**src/sv/g2r_pkg.sv**
```systemverilog
// shared types, screen constants and the 5x7 font table of the glyph rasterizer
package g2r_pkg;

    // screen size
    localparam int unsigned SCREEN_W = 320;
    localparam int unsigned SCREEN_H = 240;

    // bits that hold any screen dimension up to 4096
    localparam int unsigned DIM_W = 13;

    // glyph geometry
    localparam int unsigned GLYPH_COLS = 5;
    localparam int unsigned GLYPH_ROWS = 7;
    localparam logic [2:0]  LAST_ROW   = 3'(GLYPH_ROWS - 1);
    localparam logic [2:0]  SPACE_COL  = 3'(GLYPH_COLS);

    // screen limits as 16 bit and DIM_W bit words
    localparam logic [15:0]      SCREEN_W16 = 16'(SCREEN_W);
    localparam logic [15:0]      SCREEN_H16 = 16'(SCREEN_H);
    localparam logic [DIM_W-1:0] SCREEN_WD  = DIM_W'(SCREEN_W);
    localparam logic [DIM_W-1:0] SCREEN_HD  = DIM_W'(SCREEN_H);

    // one glyph, column-major, bit 0 of a column is the top row
    typedef logic [GLYPH_COLS-1:0][GLYPH_ROWS-1:0] glyph_t;

    // one character as handed from front to back
    typedef struct packed {
        logic [15:0] x0;
        logic [15:0] y0;
        logic [7:0]  cell_px;
        glyph_t      glyph;
        logic [15:0] fg;
        logic [15:0] bg;
    } cmd_t;

    // pack five font columns, first column in the low bits
    function automatic glyph_t pack_cols(input logic [6:0] c0, input logic [6:0] c1,
                                         input logic [6:0] c2, input logic [6:0] c3,
                                         input logic [6:0] c4);
        glyph_t g;
        g = {c4, c3, c2, c1, c0};
        return g;
    endfunction

    // font lookup, codes without a glyph give a blank
    function automatic glyph_t glyph_lookup(input logic [7:0] code);
        glyph_t g;
        case (code)
            "A":     g = pack_cols(7'h7E, 7'h09, 7'h09, 7'h09, 7'h7E);
            "B":     g = pack_cols(7'h7F, 7'h49, 7'h49, 7'h49, 7'h36);
            "D":     g = pack_cols(7'h7F, 7'h41, 7'h41, 7'h22, 7'h1C);
            "E":     g = pack_cols(7'h7F, 7'h49, 7'h49, 7'h49, 7'h41);
            "F":     g = pack_cols(7'h7F, 7'h09, 7'h09, 7'h09, 7'h01);
            "G":     g = pack_cols(7'h3E, 7'h41, 7'h49, 7'h49, 7'h7A);
            "I":     g = pack_cols(7'h00, 7'h41, 7'h7F, 7'h41, 7'h00);
            "L":     g = pack_cols(7'h7F, 7'h40, 7'h40, 7'h40, 7'h40);
            "M":     g = pack_cols(7'h7F, 7'h02, 7'h0C, 7'h02, 7'h7F);
            "N":     g = pack_cols(7'h7F, 7'h04, 7'h08, 7'h10, 7'h7F);
            "O":     g = pack_cols(7'h3E, 7'h41, 7'h41, 7'h41, 7'h3E);
            "P":     g = pack_cols(7'h7F, 7'h09, 7'h09, 7'h09, 7'h06);
            "R":     g = pack_cols(7'h7F, 7'h09, 7'h19, 7'h29, 7'h46);
            "S":     g = pack_cols(7'h46, 7'h49, 7'h49, 7'h49, 7'h31);
            "T":     g = pack_cols(7'h01, 7'h01, 7'h7F, 7'h01, 7'h01);
            "Y":     g = pack_cols(7'h03, 7'h04, 7'h78, 7'h04, 7'h03);
            default: g = '0;
        endcase
        return g;
    endfunction

endpackage

```
**src/sv/g2r_in_if.sv**
```systemverilog
// character channel: valid, ready and one character word
interface g2r_in_if;
    logic        valid;
    logic        ready;
    logic        new_text;
    logic [15:0] start_x;
    logic [15:0] top_y;
    logic [7:0]  char_code;
    logic [15:0] fg_color;
    logic [15:0] bg_color;
    logic [7:0]  scale;

    modport source (output valid, new_text, start_x, top_y, char_code, fg_color, bg_color,
                    scale, input ready);
    modport sink (input valid, new_text, start_x, top_y, char_code, fg_color, bg_color,
                  scale, output ready);
endinterface

```
**src/sv/g2r_out_if.sv**
```systemverilog
// rectangle channel: valid, ready and one rectangle word
interface g2r_out_if;
    logic        valid;
    logic        ready;
    logic        visible;
    logic [8:0]  left;
    logic [7:0]  top;
    logic [8:0]  right;
    logic [7:0]  bottom;
    logic [15:0] fill_color;
    logic [16:0] pixel_count;
    logic        last;

    modport source (output valid, visible, left, top, right, bottom, fill_color, pixel_count,
                    last, input ready);
    modport sink (input valid, visible, left, top, right, bottom, fill_color, pixel_count,
                  last, output ready);
endinterface

```
**src/sv/g2r_front.sv**
```systemverilog
// front end: accepts characters, keeps the text cursor, looks up the glyph
module g2r_front
    import g2r_pkg::*;
(
    input  logic         clk,
    input  logic         rst_n,
    g2r_in_if.sink       char_in,
    output logic         push,
    output cmd_t         push_cmd,
    input  logic         full
);

    logic [15:0] cursor_reg;
    logic [15:0] cursor_next;
    logic [15:0] base_x;
    logic [7:0]  cell_px;
    logic [10:0] advance;

    // accept whenever the queue has room
    assign char_in.ready = !full;
    assign push          = char_in.valid && !full;

    // zero scale counts as one
    assign cell_px = (char_in.scale == 8'd0) ? 8'd1 : char_in.scale;
    assign base_x  = char_in.new_text ? char_in.start_x : cursor_reg;
    assign advance = {1'b0, cell_px, 2'b00} + {2'b00, cell_px, 1'b0};

    // command word for the back end
    always_comb
    begin
        push_cmd.x0      = base_x;
        push_cmd.y0      = char_in.top_y;
        push_cmd.cell_px = cell_px;
        push_cmd.glyph   = glyph_lookup(char_in.char_code);
        push_cmd.fg      = char_in.fg_color;
        push_cmd.bg      = char_in.bg_color;
    end

    // cursor moves six cells per character
    assign cursor_next = base_x + {5'd0, advance};

    always_ff @(posedge clk or negedge rst_n)
    begin
        if (!rst_n)
        begin
            cursor_reg <= '0;
        end
        else if (push)
        begin
            cursor_reg <= cursor_next;
        end
    end

endmodule

```
**src/sv/g2r_queue.sv**
```systemverilog
// two-entry command queue between front and back
module g2r_queue
    import g2r_pkg::*;
(
    input  logic clk,
    input  logic rst_n,
    input  logic push,
    input  cmd_t push_cmd,
    output logic full,
    input  logic pop,
    output logic avail,
    output cmd_t head
);

    cmd_t       slot_reg [2];
    logic       wr_ptr_reg;
    logic       rd_ptr_reg;
    logic [1:0] count_reg;
    logic [1:0] count_next;

    assign full  = (count_reg == 2'd2);
    assign avail = (count_reg != 2'd0);
    assign head  = slot_reg[rd_ptr_reg];

    // occupancy
    always_comb
    begin
        count_next = count_reg;
        if (push && !pop)
        begin
            count_next = count_reg + 2'd1;
        end
        else if (pop && !push)
        begin
            count_next = count_reg - 2'd1;
        end
    end

    // pointers and count
    always_ff @(posedge clk or negedge rst_n)
    begin
        if (!rst_n)
        begin
            wr_ptr_reg <= 1'b0;
            rd_ptr_reg <= 1'b0;
            count_reg  <= 2'd0;
        end
        else
        begin
            count_reg <= count_next;
            if (push)
            begin
                wr_ptr_reg <= !wr_ptr_reg;
            end
            if (pop)
            begin
                rd_ptr_reg <= !rd_ptr_reg;
            end
        end
    end

    // storage
    always_ff @(posedge clk)
    begin
        if (push)
        begin
            slot_reg[wr_ptr_reg] <= push_cmd;
        end
    end

endmodule

```
**src/sv/g2r_back.sv**
```systemverilog
// back end: walks the 36 rectangles of a character, clips them, counts pixels
module g2r_back
    import g2r_pkg::*;
(
    input  logic      clk,
    input  logic      rst_n,
    input  logic      avail,
    input  cmd_t      head,
    output logic      pop,
    g2r_out_if.source rect_out
);

    // generator
    logic        gen_v_reg;
    cmd_t        cmd_reg;
    logic [2:0]  col_reg;
    logic [2:0]  row_reg;
    logic [15:0] cx_reg;
    logic [15:0] cy_reg;

    // clip stage
    logic                 s2_v_reg;
    logic                 s2_vis_reg;
    logic [DIM_W-1:0]     s2_x_reg;
    logic [DIM_W-1:0]     s2_y_reg;
    logic [DIM_W-1:0]     s2_x1_reg;
    logic [DIM_W-1:0]     s2_y1_reg;
    logic [DIM_W-1:0]     s2_dw_reg;
    logic [DIM_W-1:0]     s2_dh_reg;
    logic [15:0]          s2_color_reg;
    logic                 s2_last_reg;

    // output register
    logic        out_v_reg;
    logic        out_vis_reg;
    logic [8:0]  out_left_reg;
    logic [7:0]  out_top_reg;
    logic [8:0]  out_right_reg;
    logic [7:0]  out_bottom_reg;
    logic [15:0] out_color_reg;
    logic [16:0] out_count_reg;
    logic        out_last_reg;

    logic s3_free;
    logic s2_free;
    logic step;
    logic final_step;
    logic is_space;

    logic [2:0]  col_idx;
    logic        cell_bit;
    logic [10:0] w_raw;
    logic [10:0] h_raw;
    logic [15:0] color_raw;
    logic        vis;
    logic [DIM_W:0]   room_x;
    logic [DIM_W:0]   room_y;
    logic             fit_x;
    logic             fit_y;
    logic [DIM_W:0]   far_x;
    logic [DIM_W:0]   far_y;
    logic [DIM_W-1:0] dw;
    logic [DIM_W-1:0] dh;
    logic [DIM_W-1:0] x1;
    logic [DIM_W-1:0] y1;
    logic [2*DIM_W-1:0] area;

    // stall chain from the output back to the generator
    assign s3_free    = !out_v_reg || rect_out.ready;
    assign s2_free    = !s2_v_reg || s3_free;
    assign step       = gen_v_reg && s2_free;
    assign is_space   = (col_reg == SPACE_COL);
    assign final_step = step && is_space;
    assign pop        = avail && (!gen_v_reg || final_step);

    // generator walks the rows of each column, then the next column, keeping cell origins by adding the cell size
    always_ff @(posedge clk or negedge rst_n)
    begin
        if (!rst_n)
        begin
            gen_v_reg <= 1'b0;
        end
        else if (pop)
        begin
            gen_v_reg <= 1'b1;
        end
        else if (final_step)
        begin
            gen_v_reg <= 1'b0;
        end
    end

    always_ff @(posedge clk)
    begin
        if (pop)
        begin
            cmd_reg <= head;
            col_reg <= 3'd0;
            row_reg <= 3'd0;
            cx_reg  <= head.x0;
            cy_reg  <= head.y0;
        end
        else if (step && !is_space)
        begin
            if (row_reg == LAST_ROW)
            begin
                row_reg <= 3'd0;
                col_reg <= col_reg + 3'd1;
                cx_reg  <= cx_reg + {8'd0, cmd_reg.cell_px};
                cy_reg  <= cmd_reg.y0;
            end
            else
            begin
                row_reg <= row_reg + 3'd1;
                cy_reg  <= cy_reg + {8'd0, cmd_reg.cell_px};
            end
        end
    end

    // raw rectangle of the current cell or of the spacing column
    assign col_idx   = is_space ? 3'd0 : col_reg;
    assign cell_bit  = !is_space && cmd_reg.glyph[col_idx][row_reg];
    assign color_raw = cell_bit ? cmd_reg.fg : cmd_reg.bg;
    assign w_raw     = {3'd0, cmd_reg.cell_px};
    assign h_raw     = is_space ? ({cmd_reg.cell_px, 3'd0} - {3'd0, cmd_reg.cell_px}) : w_raw;

    // clipping against the screen edges
    assign vis    = (cx_reg < SCREEN_W16) && (cy_reg < SCREEN_H16);
    assign room_x = {1'b0, SCREEN_WD} - {1'b0, cx_reg[DIM_W-1:0]};
    assign room_y = {1'b0, SCREEN_HD} - {1'b0, cy_reg[DIM_W-1:0]};
    assign fit_x  = ((DIM_W+1)'(w_raw) <= room_x);
    assign fit_y  = ((DIM_W+1)'(h_raw) <= room_y);
    assign far_x  = {1'b0, cx_reg[DIM_W-1:0]} + (DIM_W+1)'(w_raw) - (DIM_W+1)'(1);
    assign far_y  = {1'b0, cy_reg[DIM_W-1:0]} + (DIM_W+1)'(h_raw) - (DIM_W+1)'(1);
    assign dw     = fit_x ? DIM_W'(w_raw) : room_x[DIM_W-1:0];
    assign dh     = fit_y ? DIM_W'(h_raw) : room_y[DIM_W-1:0];
    assign x1     = fit_x ? far_x[DIM_W-1:0] : (SCREEN_WD - DIM_W'(1));
    assign y1     = fit_y ? far_y[DIM_W-1:0] : (SCREEN_HD - DIM_W'(1));

    always_ff @(posedge clk or negedge rst_n)
    begin
        if (!rst_n)
        begin
            s2_v_reg <= 1'b0;
        end
        else if (s2_free)
        begin
            s2_v_reg <= gen_v_reg;
        end
    end

    always_ff @(posedge clk)
    begin
        if (step)
        begin
            s2_vis_reg   <= vis;
            s2_x_reg     <= cx_reg[DIM_W-1:0];
            s2_y_reg     <= cy_reg[DIM_W-1:0];
            s2_x1_reg    <= x1;
            s2_y1_reg    <= y1;
            s2_dw_reg    <= dw;
            s2_dh_reg    <= dh;
            s2_color_reg <= color_raw;
            s2_last_reg  <= is_space;
        end
    end

    // pixel count and zeroing of off-screen rectangles
    assign area = s2_dw_reg * s2_dh_reg;

    always_ff @(posedge clk or negedge rst_n)
    begin
        if (!rst_n)
        begin
            out_v_reg <= 1'b0;
        end
        else if (s3_free)
        begin
            out_v_reg <= s2_v_reg;
        end
    end

    always_ff @(posedge clk)
    begin
        if (s3_free && s2_v_reg)
        begin
            out_vis_reg    <= s2_vis_reg;
            out_left_reg   <= s2_vis_reg ? s2_x_reg[8:0] : 9'd0;
            out_top_reg    <= s2_vis_reg ? s2_y_reg[7:0] : 8'd0;
            out_right_reg  <= s2_vis_reg ? s2_x1_reg[8:0] : 9'd0;
            out_bottom_reg <= s2_vis_reg ? s2_y1_reg[7:0] : 8'd0;
            out_count_reg  <= s2_vis_reg ? area[16:0] : 17'd0;
            out_color_reg  <= s2_color_reg;
            out_last_reg   <= s2_last_reg;
        end
    end

    // output word
    assign rect_out.valid       = out_v_reg;
    assign rect_out.visible     = out_vis_reg;
    assign rect_out.left        = out_left_reg;
    assign rect_out.top         = out_top_reg;
    assign rect_out.right       = out_right_reg;
    assign rect_out.bottom      = out_bottom_reg;
    assign rect_out.fill_color  = out_color_reg;
    assign rect_out.pixel_count = out_count_reg;
    assign rect_out.last        = out_last_reg;

endmodule

```
**src/sv/glyph_to_rect_rasterizer_unit.sv**
```systemverilog
// top level of the glyph rasterizer: front end, command queue, back end
// a character's first rectangle word passes the queue, generator, clip and output registers
// one rectangle word per cycle from the back end walker while the output is not stalled
// the front end takes a new character while the back end still draws, up to two queued
// reset: asynchronous, clears the text cursor to zero, empties the queue and all valid flags
// no clearing pass after reset, the block accepts in the first cycle out of reset
module glyph_to_rect_rasterizer_unit
    import g2r_pkg::*;
(
    input  logic      clk,
    input  logic      rst_n,
    g2r_in_if.sink    char_in,
    g2r_out_if.source rect_out
);

    logic push;
    cmd_t push_cmd;
    logic full;
    logic pop;
    logic avail;
    cmd_t head;

    // look up glyphs and place characters
    g2r_front u_front (
        .clk      (clk),
        .rst_n    (rst_n),
        .char_in  (char_in),
        .push     (push),
        .push_cmd (push_cmd),
        .full     (full)
    );

    // decouple front and back
    g2r_queue u_queue (
        .clk      (clk),
        .rst_n    (rst_n),
        .push     (push),
        .push_cmd (push_cmd),
        .full     (full),
        .pop      (pop),
        .avail    (avail),
        .head     (head)
    );

    // draw rectangles
    g2r_back u_back (
        .clk      (clk),
        .rst_n    (rst_n),
        .avail    (avail),
        .head     (head),
        .pop      (pop),
        .rect_out (rect_out)
    );

endmodule

```
**src/flat_wrapper.sv**
```systemverilog
// flat-port wrapper written by rule: the top's interface ports become plain ports
module glyph_to_rect_rasterizer_unit_flat import g2r_pkg::*;
  (clk, rst_n, char_in_valid, char_in_new_text, char_in_start_x, char_in_top_y, char_in_char_code, char_in_fg_color, char_in_bg_color, char_in_scale, char_in_ready, rect_out_valid, rect_out_visible, rect_out_left, rect_out_top, rect_out_right, rect_out_bottom, rect_out_fill_color, rect_out_pixel_count, rect_out_last, rect_out_ready);
  g2r_in_if char_in_i ();
  g2r_out_if rect_out_i ();
  input  logic clk;
  input  logic rst_n;
  input wire logic [$bits(char_in_i.valid)-1:0] char_in_valid;
  input wire logic [$bits(char_in_i.new_text)-1:0] char_in_new_text;
  input wire logic [$bits(char_in_i.start_x)-1:0] char_in_start_x;
  input wire logic [$bits(char_in_i.top_y)-1:0] char_in_top_y;
  input wire logic [$bits(char_in_i.char_code)-1:0] char_in_char_code;
  input wire logic [$bits(char_in_i.fg_color)-1:0] char_in_fg_color;
  input wire logic [$bits(char_in_i.bg_color)-1:0] char_in_bg_color;
  input wire logic [$bits(char_in_i.scale)-1:0] char_in_scale;
  output wire logic [$bits(char_in_i.ready)-1:0] char_in_ready;
  output wire logic [$bits(rect_out_i.valid)-1:0] rect_out_valid;
  output wire logic [$bits(rect_out_i.visible)-1:0] rect_out_visible;
  output wire logic [$bits(rect_out_i.left)-1:0] rect_out_left;
  output wire logic [$bits(rect_out_i.top)-1:0] rect_out_top;
  output wire logic [$bits(rect_out_i.right)-1:0] rect_out_right;
  output wire logic [$bits(rect_out_i.bottom)-1:0] rect_out_bottom;
  output wire logic [$bits(rect_out_i.fill_color)-1:0] rect_out_fill_color;
  output wire logic [$bits(rect_out_i.pixel_count)-1:0] rect_out_pixel_count;
  output wire logic [$bits(rect_out_i.last)-1:0] rect_out_last;
  input wire logic [$bits(rect_out_i.ready)-1:0] rect_out_ready;
  assign char_in_i.valid = char_in_valid;
  assign char_in_i.new_text = char_in_new_text;
  assign char_in_i.start_x = char_in_start_x;
  assign char_in_i.top_y = char_in_top_y;
  assign char_in_i.char_code = char_in_char_code;
  assign char_in_i.fg_color = char_in_fg_color;
  assign char_in_i.bg_color = char_in_bg_color;
  assign char_in_i.scale = char_in_scale;
  assign char_in_ready = char_in_i.ready;
  assign rect_out_valid = rect_out_i.valid;
  assign rect_out_visible = rect_out_i.visible;
  assign rect_out_left = rect_out_i.left;
  assign rect_out_top = rect_out_i.top;
  assign rect_out_right = rect_out_i.right;
  assign rect_out_bottom = rect_out_i.bottom;
  assign rect_out_fill_color = rect_out_i.fill_color;
  assign rect_out_pixel_count = rect_out_i.pixel_count;
  assign rect_out_last = rect_out_i.last;
  assign rect_out_i.ready = rect_out_ready;
  glyph_to_rect_rasterizer_unit u_core (.clk(clk), .rst_n(rst_n), .char_in(char_in_i), .rect_out(rect_out_i));
endmodule
```
**config.mk**
```make
export PLATFORM = sky130hd
export DESIGN_NAME = glyph_to_rect_rasterizer_unit_flat
export DESIGN_NICKNAME = d
export VERILOG_FILES = /design/src/sv/g2r_pkg.sv /design/src/sv/g2r_in_if.sv /design/src/sv/g2r_out_if.sv /design/src/sv/g2r_front.sv /design/src/sv/g2r_queue.sv /design/src/sv/g2r_back.sv /design/src/sv/glyph_to_rect_rasterizer_unit.sv /design/src/flat_wrapper.sv
export SDC_FILE = /design/constraint.sdc
export NUM_CORES = 1
export LEC_CHECK = 0
export BUFFER_PORTS_ARGS = -buffer_cell sky130_fd_sc_hd__buf_4
export CORE_MARGIN = 1
export CORE_UTILIZATION = 50
export CTS_CLUSTER_SIZE = 10
export DETAILED_ROUTE_END_ITERATION = 10
export PLACE_DENSITY_LB_ADDON = 0.2
export SYNTH_ARGS = -nofsm -noshare
export SYNTH_HDL_FRONTEND = slang
export SYNTH_HIERARCHICAL = 1
export SYNTH_SLANG_ARGS = --single-unit
```
**constraint.sdc**
```tcl
create_clock -name clk -period 8.7 [get_ports clk]
set_input_delay 0.87 -clock clk [delete_from_list [all_inputs] [get_ports clk]]
set_output_delay 0.87 -clock clk [all_outputs]
set_load 0.02 [all_outputs]
```
== After elaboration in Yosys (flattened, before gate mapping) ==
Memory sizes are Yosys's and may differ from the RTL's.
Cells that the tools add are included.

* Output and inout port bits: 71
* Bits in writable memories: 214
* Bits of input ports: 85
* Register bits: 299
* Word-level logic and storage cells: 136
* Memories kept: 1

{| class="wikitable"
|+ Memories
! name !! words !! width !! rd ports !! clocked after memory_dff !! write ports !! RTL line !! text
|-
| u_core.u_queue.slot_reg || 2 || 107 || 1 || 0 || 1 || g2r_queue.sv:15 || <nowiki>cmd_t slot_reg [2];</nowiki>
|}

* Eq/ne operators: 19
* Add/sub/neg operators: 15
* $lt $le $gt $ge: 6
* Reductions and logical operators: 30
* Multipliers: 1
* Muxes and demuxes: 25

{| class="wikitable"
|+ Operators by type and width
! kind !! number
|-
| $pmux W35 S16 || 1
|-
| $eq A8 B7 Y1 const B || 16
|-
| $mux W16 || 8
|-
| $add A16 B8 Y16 || 2
|-
| $mux W11 || 2
|-
| $bmux W7 S3 || 1
|-
| $mul A13 B13 Y17 || 1
|-
| $add A16 B11 Y16 || 1
|-
| $lt A16 B8 Y1 const B || 1
|-
| $lt A16 B9 Y1 const B || 1
|-
| $mux W8 || 2
|-
| $le A11 B14 Y1 || 1
|-
| $le A8 B14 Y1 || 1
|-
| $sub A8 B13 Y14 const A || 1
|-
| $sub A9 B13 Y14 const A || 1
|-
| $add A10 B9 Y11 || 1
|-
| $sub A11 B8 Y11 || 1
|-
| $logic_and A1 B1 Y1 || 10
|-
| $reduce_bool A2 Y1 || 5
|-
| $add A9 B8 Y9 || 1
|-
| $logic_not A1 Y1 || 9
|-
| $sub A9 B1 Y9 const B || 1
|-
| $add A8 B8 Y8 || 1
|-
| $logic_not A8 Y1 || 1
|-
| 14 further kinds || 26
|}

== Longest topological paths before layout ==
Gate-level depths: netlist (run 1).

* Depth after elaboration: 10
* Gate-level depth with buffers: 20
* Gate-level depth less buffers: 19

== By module ==
Netlist (run 1), hierarchy kept.

{| class="wikitable"
|+ Modules (own cells, without submodules)
! module !! area an instance (µm²) !! instances !! cells each !! sequential area each (µm²)
|-
| g2r_back || 17175.2 || 1 || 1482 || 8303.0
|-
| g2r_queue || 7980.2 || 1 || 349 || 6526.3
|-
| g2r_front || 2907.8 || 1 || 409 || 400.4
|}

== Least setup slack after synthesis (run 1) ==
OpenSTA, ideal clock, no wires.

* Path type: input-to-reg
* Start: in char_in_valid
* End: mem u_core/u_queue/slot_reg[0][0] in the netlist's numbering (enable)
* Library setup time: 0.587 ns
* Buffers on the path: 0
* Arrival time: 5.957 ns
* Slack: 2.156 ns
* Required time: 8.113 ns
* Stages: 3
* Path through: nand2_1 inv_2 nor2b_1

* Longest elaborated chain between the ends: 3

{| class="wikitable"
|+ RTL lines
! element !! RTL line !! text
|-
| start, declared || flat_wrapper.sv:8 || <nowiki>input wire logic [$bits(char_in_i.valid)-1:0] char_in_valid;</nowiki>
|-
| $logic_and A1 B1 Y1 || g2r_front.sv:21 || <nowiki>assign push = char_in.valid && !full;</nowiki>
|-
| via u_core.push || glyph_to_rect_rasterizer_unit.sv:16 || <nowiki>logic push;</nowiki>
|-
| $mux W1 || g2r_queue.sv:65 || <nowiki>if (push)</nowiki>
|-
| $mux W1 (not written as such) || g2r_queue.sv:67 || <nowiki>slot_reg[wr_ptr_reg] <= push_cmd;</nowiki>
|-
| end, declared || g2r_queue.sv:15 ||
|}

The timed path passes the listed nets, and every way through them passes these cells.

== Final worst setup path (run 1) ==
* Start: reg u_core.u_back.s2_dw_reg[5]
* End: reg u_core.u_back.out_count_reg[13], in the netlist u_core/u_back/rect_out.pixel_count[13] (data pin)

* Longest elaborated chain between the ends: 1

{| class="wikitable"
|+ RTL lines
! element !! RTL line !! text
|-
| start, declared || g2r_back.sv:28 || <nowiki>logic [DIM_W-1:0] s2_dw_reg;</nowiki>
|-
| start signal, assigned || g2r_back.sv:161 || <nowiki>s2_dw_reg <= dw;</nowiki>
|-
| $mul A13 B13 Y17 || g2r_back.sv:169 || <nowiki>assign area = s2_dw_reg * s2_dh_reg;</nowiki>
|-
| end signal, assigned || g2r_back.sv:192 || <nowiki>out_count_reg <= s2_vis_reg ? area[16:0] : 17'd0;</nowiki>
|-
| end, declared || g2r_back.sv:41 || <nowiki>logic [16:0] out_count_reg;</nowiki>
|}

No other way between the ends.
A chain may end at the register's enable or synchronous reset.

==> metrics, run 1 <==
first-pass GRT wire length 90400 µm; Synth Instances 2240; WHS 0.152 ns; WP data arrival 5.68 ns; clock sink total 513; max frequency 188 MHz; max_slew headroom 29.2%; Via-to-Cell Ratio 5.28; drt pass-1 iters 5; PwrDens 360 nW/µm²; number of global-route vias before repair 16823; CTS tree built; TritonCTS Buffers 59; post-synthesis sequential element count 513; Mapped Area 28100 µm²; count of final setup violators 0; synth warn 6; actual slew at the worst max-slew pin 1.06 ns; largest buffer count on any clock path 3; worst-path cell chain and2_1 -> fa_1 -> inv_1 -> fa_1 -> inv_1 -> fa_1 -> inv_1 -> fa_1 -> fa_1 -> inv_1 -> ha_1 -> o21ai_0 -> a21oi_1 -> o221ai_1 -> a21boi_0 -> o21a_1 -> nor3_1; startpoint types flip-flop; Inst Count DP 3018; CP max FO 12; CP Class flip-flop to flip-flop; clock period minus worst slack 5.33 ns; DRT iter0 DRCs 925; worst-skew pair later-pin latency 0.62 ns; Initial Utilization 50.7%; Synth Area per Inst 12.5 µm²; DIE AREA 57100 µm²; Netlist cell types 82; maximum vdd drop 263 µV; total number of H-tree levels 2; Die H 239 µm; hold buffer count at CTS 0; Diodes inserted 0; gr usage total 20.3%; hpwl dp 39700 µm; LEAKAGE 12.5 nW; Slew Limit Fails 0; worst hold path class input pin to asynchronous set/reset pin; CP max stage delay 0.57 ns; Setup Fix Bufs, Post-CTS 0; total negative slack for setup checks 0 ns; Vias 16423; critical path endpoint category flip-flop; CP dominant cell by count fa_1; standard-cell row count 86; synthesis-to-finish area growth 11.0%; largest net degree at the start of global routing 78; slowest stage cell on the critical path edfxtp_1; unrepaired setup endpoints after global routing no; routability cong. 0.874; layout cell share with drive strength beyond 1 16.9%; Max Cap Viol 0; Layout Cells excl Fill 3111; status finished, final reports clean; clk slew on worst S/H paths 0.06 ns; ratio of final minimum period to clock period 61.3%; Port Buffers 155; num ports 156; Post-synth EDFFs 484; Async SR Flop Fraction 4.48%; Worst Clk Skew 0.0257 ns; final wirelength 56800 µm; aggregate global routing overflow 0; Placement Cell Area 29500 µm²; chip width 239 µm; Final Hold Vio Count 0; post-synthesis sequential area ratio 54.3%; final instance area 31200 µm²; top_reg_cell synth edfxtp_1; Root Driver clkbuf_16; Core Area 55300 µm²; nets@finish 2642; Worst Path Required 9.04 ns; post-cts sizing count 0; DR WL/cell 18.3 µm; drt drc 0; initial antenna violation count 1; total power 11.2 mW; ANT nets after route 0; Largest register FFs 214
==> report_power, final <==
group,internal (mW),switching [mW]
Combinational,2.31,2.76
Sequential,3.57,0.366
Clock,1.28,0.933
==> metal layers <==
layer	up-vias	wire length [µm]	global-route usage, %
met2	326	26900	33.0
met3	74	2140	2.86
met5	-	0	0
met4	0	1220	5.52
met1	8118	26600	28.4
li1	7905	-	-
==> critical path: cells and delay by family, from the launching register on <==
family	cells	cell delay (ns)
flip-flops	1	0.57
buffers and inverters	4	0.20
AND/OR/NAND/NOR	2	0.28
AO/OA/AOI/OAI	5	1.12
adder cells (fa/ha/maj)	6	2.88
==> path summary, 6_finish.rpt <==
check	start	end	slack, ns	depth (start not counted)
max reg2reg	u_core/u_back/s2_dw_reg[5]$_DFFE_PP_	u_core/u_back/rect_out.pixel_count[13]$_SDFFCE_PN0P_	3.37	17
min reg2reg	u_core/u_back/s2_last_reg$_DFFE_PP_	u_core/u_back/rect_out.last$_DFFE_PP_	0.42	0
min	rst_n	u_core/u_back/rect_out.valid$_DFFE_PN0P_	0.15	1
min in group clk	u_core/u_back/s2_last_reg$_DFFE_PP_	u_core/u_back/rect_out.last$_DFFE_PP_	0.42	0
max	u_core/u_back/s2_dw_reg[5]$_DFFE_PP_	u_core/u_back/rect_out.pixel_count[13]$_SDFFCE_PN0P_	3.37	17
max in group asynchronous	rst_n	u_core/u_queue/rd_ptr_reg$_DFFE_PN0P_	8.27	1
==> cell usage in the layout (no fill, tap or decap), drive strengths merged, types with 85 or more instances in the layout <==
cell type / instances
buf: 168
mux2: 139
ha: 128
fa: 98
edfxtp: 484
and2: 114
nor2: 106
clkbuf: 85
inv: 243
nand2: 160
==> cells by family (layout without fill, tap and decap cells) <==
group / Yosys count / after routing / share of synthesized area [%]
buf+inv: 388 / 504 / 6.27
compound gates: 291 / 291 / 6.58
fa+ha+maj: 226 / 226 / 12.7
mux: 170 / 170 / 7.26
simple gates: 555 / 555 / 9.93
flops: 513 / 513 / 54.3
other cells: 2 / 9 / 0.0268
xor+xnor: 95 / 95 / 2.96
==> Yosys cell counts (7+ instances only) <==
cell | instances | share of area [%]
a21o_1 | 23 | 0.62
a21oi_1 | 83 | 1.5
a31oi_1 | 16 | 0.36
and2_1 | 114 | 2.5
and3_1 | 14 | 0.31
buf_2 | 29 | 0.52
buf_4 | 56 | 1.5
clkbuf_1 | 51 | 0.68
dfrtp_1 | 23 | 2.1
edfxtp_1 | 484 | 52
fa_1 | 98 | 7.0
ha_1 | 128 | 5.7
inv_1 | 238 | 3.2
mux2_2 | 108 | 4.3
mux2_4 | 31 | 1.7
mux2i_1 | 28 | 1.0
nand2_1 | 160 | 2.1
nand2b_1 | 30 | 0.67
nand3_1 | 22 | 0.39
nand4_1 | 10 | 0.22
nor2_1 | 105 | 1.4
nor2b_1 | 26 | 0.58
nor3_1 | 32 | 0.57
nor4_1 | 7 | 0.16
o211ai_1 | 12 | 0.32
o21a_1 | 16 | 0.43
o21ai_0 | 72 | 1.3
o21bai_1 | 8 | 0.21
or2_2 | 8 | 0.18
xnor2_1 | 60 | 1.9
xor2_1 | 35 | 1.1
==> final cells by class <==
class                   count  area (µm²)
clock buffers              85        1580
clock inverters             8         120
fillers                  4573       24100
inverters                 243         915
multi-input cells        1346       11100
flip-flops and latches    513       15200
well taps                 748         936
repair buffers            168        1260
==> stage by stage <==
stage,util [%],worst slack (ns)
final,56.3,3.37
after global placement,53.3,3.52
after CTS,56.3,3.38
after floorplan,-,2.16
after detailed placement,53.3,3.40
after global routing,56.3,3.08
No activity file was read; power rests on OpenSTA's default activity.
==> run 2, diff against run 1 <==
--- a/config.mk
+++ b/config.mk
@@ -5,6 +5,7 @@
 export SDC_FILE = /design/constraint.sdc
 export NUM_CORES = 1
 export LEC_CHECK = 0
+export ABC_AREA = 1
 export BUFFER_PORTS_ARGS = -buffer_cell sky130_fd_sc_hd__buf_4
 export CORE_MARGIN = 1
 export CORE_UTILIZATION = 50
==> constraint.sdc (replaced) <==
create_clock -name clk -period 5.38 [get_ports clk]
set_input_delay 0.538 -clock clk [delete_from_list [all_inputs] [get_ports clk]]
set_output_delay 0.538 -clock clk [all_outputs]
set_load 0.02 [all_outputs]
==> run 2 against run 1 <==
Compared with the run above:
- global-route usage up 0.75 points
- register-to-register slack worse by 3.1 ns
- largest power group unchanged
- sequential power up 64%
- utilization up 0.18 points
- clock power up 69%
- cell count up 16%
- first-iteration DRC count up 19%
- hold slack worse by 0.050 ns
- critical endpoint is now u_core/u_back/rect_out.pixel_count[14]$_SDFFCE_PN0P_
- largest cell class unchanged
- maximum frequency up 5.0%
==> metrics, run 2 <==
aggregate global routing overflow 0 (unchanged); first-pass GRT wire length 95100 µm (was 90400 µm); top-count cell post-synth nand2_1 (was edfxtp_1); Inst Count DP 3507 (was 3018); maximum vdd drop 646 µV (was 263 µV); Synth top cells by count nand2_1, edfxtp_1, inv_1, nand3_1, ha_1 (was edfxtp_1, inv_1, nand2_1, ha_1, and2_1); top_reg_cell synth edfxtp_1 (unchanged); DIE AREA 57800 µm² (was 57100 µm²); Vias 18313 (was 16423); initial antenna violation count 0 (was 1); commonest non-fill, non-tap cells in the layout nand2_1, edfxtp_1, inv_1 (was edfxtp_1, inv_1, buf_4); ANT nets after route 0 (unchanged); Async SR Flop Fraction 4.48% (unchanged); startpoint types flip-flop (unchanged); count of final setup violators 0 (unchanged); Largest register FFs 214 (unchanged); Mapped Area 28400 µm² (was 28100 µm²); num ports 156 (unchanged); LEAKAGE 14.6 nW (was 12.5 nW); DRT iter0 DRCs 1101 (was 925); most common cell after layout, fill and taps aside nand2_1 (was edfxtp_1); Root Driver clkbuf_16 (unchanged); multi-input logic area 10600 µm² (was 11100 µm²); Netlist cell types 53 (was 82); post-synthesis sequential area ratio 53.6% (was 54.3%); Via-to-Cell Ratio 5.06 (was 5.28); Layout Cells excl Fill 3618 (was 3111); FILL cells 4816 (was 4573); Initial Utilization 50.5% (was 50.7%); Die H 240 µm (was 239 µm); CTS tree built (unchanged); Final Hold Vio Count 0 (unchanged); chip width 240 µm (was 239 µm); clk slew on worst S/H paths 0.06 ns (about the same); FF-to-FF setup slack 0.30 ns (was 3.37 ns); Sequential Area 15200 µm² (unchanged); Max Cap Viol 0 (unchanged); drt pass-1 iters 5 (unchanged); status finished, final reports clean (unchanged); clock period minus worst slack 5.08 ns (was 5.33 ns); worst-skew pair later-pin latency 0.62 ns (about the same); CP Class flip-flop to flip-flop (unchanged); share of the synthesized area in the top cell type 51.1% (was 51.8%); post-synthesis sequential element count 513 (unchanged); ratio of final minimum period to clock period 94.4% (was 61.3%); total number of H-tree levels 2 (unchanged); gr usage total 21.0% (was 20.3%); Core Area 56300 µm² (was 55300 µm²); Worst Clk Skew 0.0243 ns (was 0.0257 ns); CP max FO 13 (was 12); WP data arrival 5.44 ns (was 5.68 ns); CP dominant cell by count fa_1 (unchanged); largest cells by area after synthesis edfxtp_1, nand2_1, fa_1 (was edfxtp_1, fa_1, ha_1); Slew Limit Fails 0 (unchanged); hpwl dp 42400 µm (was 39700 µm); Worst Path Required 5.74 ns (was 9.04 ns); Synth Area per Inst 10.5 µm² (was 12.5 µm²); PwrDens 601 nW/µm² (was 360 nW/µm²); TritonCTS Buffers 60 (was 59); clock sink total 513 (unchanged); worst hold path class input pin to flip-flop (was input pin to asynchronous set/reset pin); synthesis-to-finish area growth 11.9% (was 11.0%); routability cong. 0.914 (was 0.874); largest buffer count on any clock path 3 (unchanged); standard-cell row count 87 (was 86); Diodes inserted 0 (unchanged); Yosys top cell by area edfxtp_1 (unchanged); final wirelength 59300 µm (was 56800 µm); critical path endpoint category flip-flop (unchanged); post-cts sizing count 0 (unchanged); number of global-route vias before repair 18129 (was 16823); Port Buffers 155 (unchanged); synth warn 6 (unchanged); DR WL/cell 16.4 µm (was 18.3 µm); worst-path cell chain nand2_1 -> fa_1 -> fa_1 -> fa_1 -> inv_1 -> fa_1 -> inv_1 -> fa_1 -> inv_1 -> ha_1 -> nand4_1 -> o21ai_0 -> a21oi_1 -> o21ai_0 -> nor2_1 (was and2_1 -> fa_1 -> inv_1 -> fa_1 -> inv_1 -> fa_1 -> inv_1 -> fa_1 -> fa_1 -> inv_1 -> ha_1 -> o21ai_0 -> a21oi_1 -> o221ai_1 -> a21boi_0 -> o21a_1 -> nor3_1); CP max stage delay 0.73 ns (was 0.57 ns); total negative slack for setup checks 0 ns (unchanged); unrepaired setup endpoints after global routing no (unchanged); Synth Instances 2700 (was 2240); max_slew headroom 38.8% (was 29.2%); layout cell share with drive strength beyond 1 14.3% (was 16.9%); Post-synth EDFFs 484 (unchanged); nets@finish 3127 (was 2642); actual slew at the worst max-slew pin 0.919 ns (was 1.06 ns); drt drc 0 (unchanged); largest net degree at the start of global routing 137 (was 78); slowest stage cell on the critical path edfxtp_1 (unchanged); max frequency 197 MHz (was 188 MHz)
-- run 2: changes by cell type after synthesis, sizes merged, moves of 24 or more --
cell and change:
mux2 -32, nand3 +119, inv +244, nand2 +496
nand2b -30, nor2b -26, o21ai +24, xnor2 -39
and2 -110, mux2i -28
-- run 2: per-stage QoR --
| step | util (%) | setup WS, ns | area, µm² | hold slack [ns] | power, mW |
|---|---|---|---|---|---|
| floorplan | - | 0.628 | 28500 | 0.242 | 13.2 |
| global placement | 53.3 | 0.443 | 30000 | 0.404 | 15.2 |
| detailed placement | 53.3 | 0.352 | 30000 | 0.408 | 15.4 |
| CTS | 56.5 | 0.336 | 31800 | 0.0588 | 19.2 |
| global route | 56.5 | 0.0220 | 31800 | 0.0717 | 20.8 |
| finish | 56.5 | 0.300 | 31800 | 0.103 | 19.1 |
-- run 2: what timing repair did --
item                                    in CTS  in global routing
endpoints found under the setup margin       0                  2
endpoints found under the hold margin       23                  0
buffers inserted                             0                  2
hold buffers                                 1                  0
-- run 2: critical path, delay by kind of cell, from the launching register on --
family	cells	cell delay, ns
fa+ha+maj	6	2.83
compound gates	3	0.77
flops	1	0.73
simple gates	3	0.34
buf+inv	3	0.15
-- run 2: area by class of cell --
| type | instances | share of cell area, % |
|---|---|---|
| multi-input combinational | 1579 | 33.4 |
| clock inverter | 6 | 0.311 |
| tap | 756 | 2.97 |
| timing repair buffer | 176 | 4.28 |
| clock buffer | 102 | 5.38 |
| inverter | 486 | 5.75 |
| sequential | 513 | 47.9 |
-- run 2: cells by family (layout without fill, tap and decap cells) --
kind of cell / Yosys count / in the layout / share of synthesized area [%]
simple gates: 971 / 971 / 14.4
other cells: 2 / 9 / 0.0264
xor+xnor: 50 / 50 / 1.54
compound gates: 216 / 216 / 4.19
buf+inv: 615 / 770 / 9.21
flops: 513 / 513 / 53.6
mux: 107 / 107 / 4.50
fa+ha+maj: 226 / 226 / 12.5
-- run 2: worst paths after layout --
path | start | endpoint | cells after the start
hold / removal | char_in_top_y[13] | u_core/u_queue/slot_reg[0][88]$_DFFE_PP_ | 1
hold reg to reg | u_core/u_back/s2_color_reg[0]$_DFFE_PP_ | u_core/u_back/rect_out.fill_color[0]$_DFFE_PP_ | 0
min in group asynchronous | rst_n | u_core/u_front/cursor_reg[8]$_DFFE_PN0P_ | 2
setup / recovery | u_core/u_back/s2_dw_reg[2]$_DFFE_PP_ | u_core/u_back/rect_out.pixel_count[14]$_SDFFCE_PN0P_ | 15
max in group asynchronous | rst_n | u_core/u_queue/rd_ptr_reg$_DFFE_PN0P_ | 2
setup reg to reg | u_core/u_back/s2_dw_reg[2]$_DFFE_PP_ | u_core/u_back/rect_out.pixel_count[14]$_SDFFCE_PN0P_ | 15
-- run 2: power by group --
| part | switching (mW) | total, mW | leakage, nW | internal (mW) |
|---|---|---|---|---|
| combinational | 5.53 | 8.95 | 8.80 | 3.42 |
| sequential | 0.609 | 6.43 | 4.93 | 5.83 |
| clock | 1.53 | 3.73 | 0.863 | 2.19 |
-- run 2: metal layers --
metal  up-vias  GRT usage (%)  routed length (µm)
met3        73           2.45                2680
met4         0           5.94                1230
met2       444           34.5               28000
li1       8990              -                   -
met1      8806           29.4               27400
met5         -              0                   0
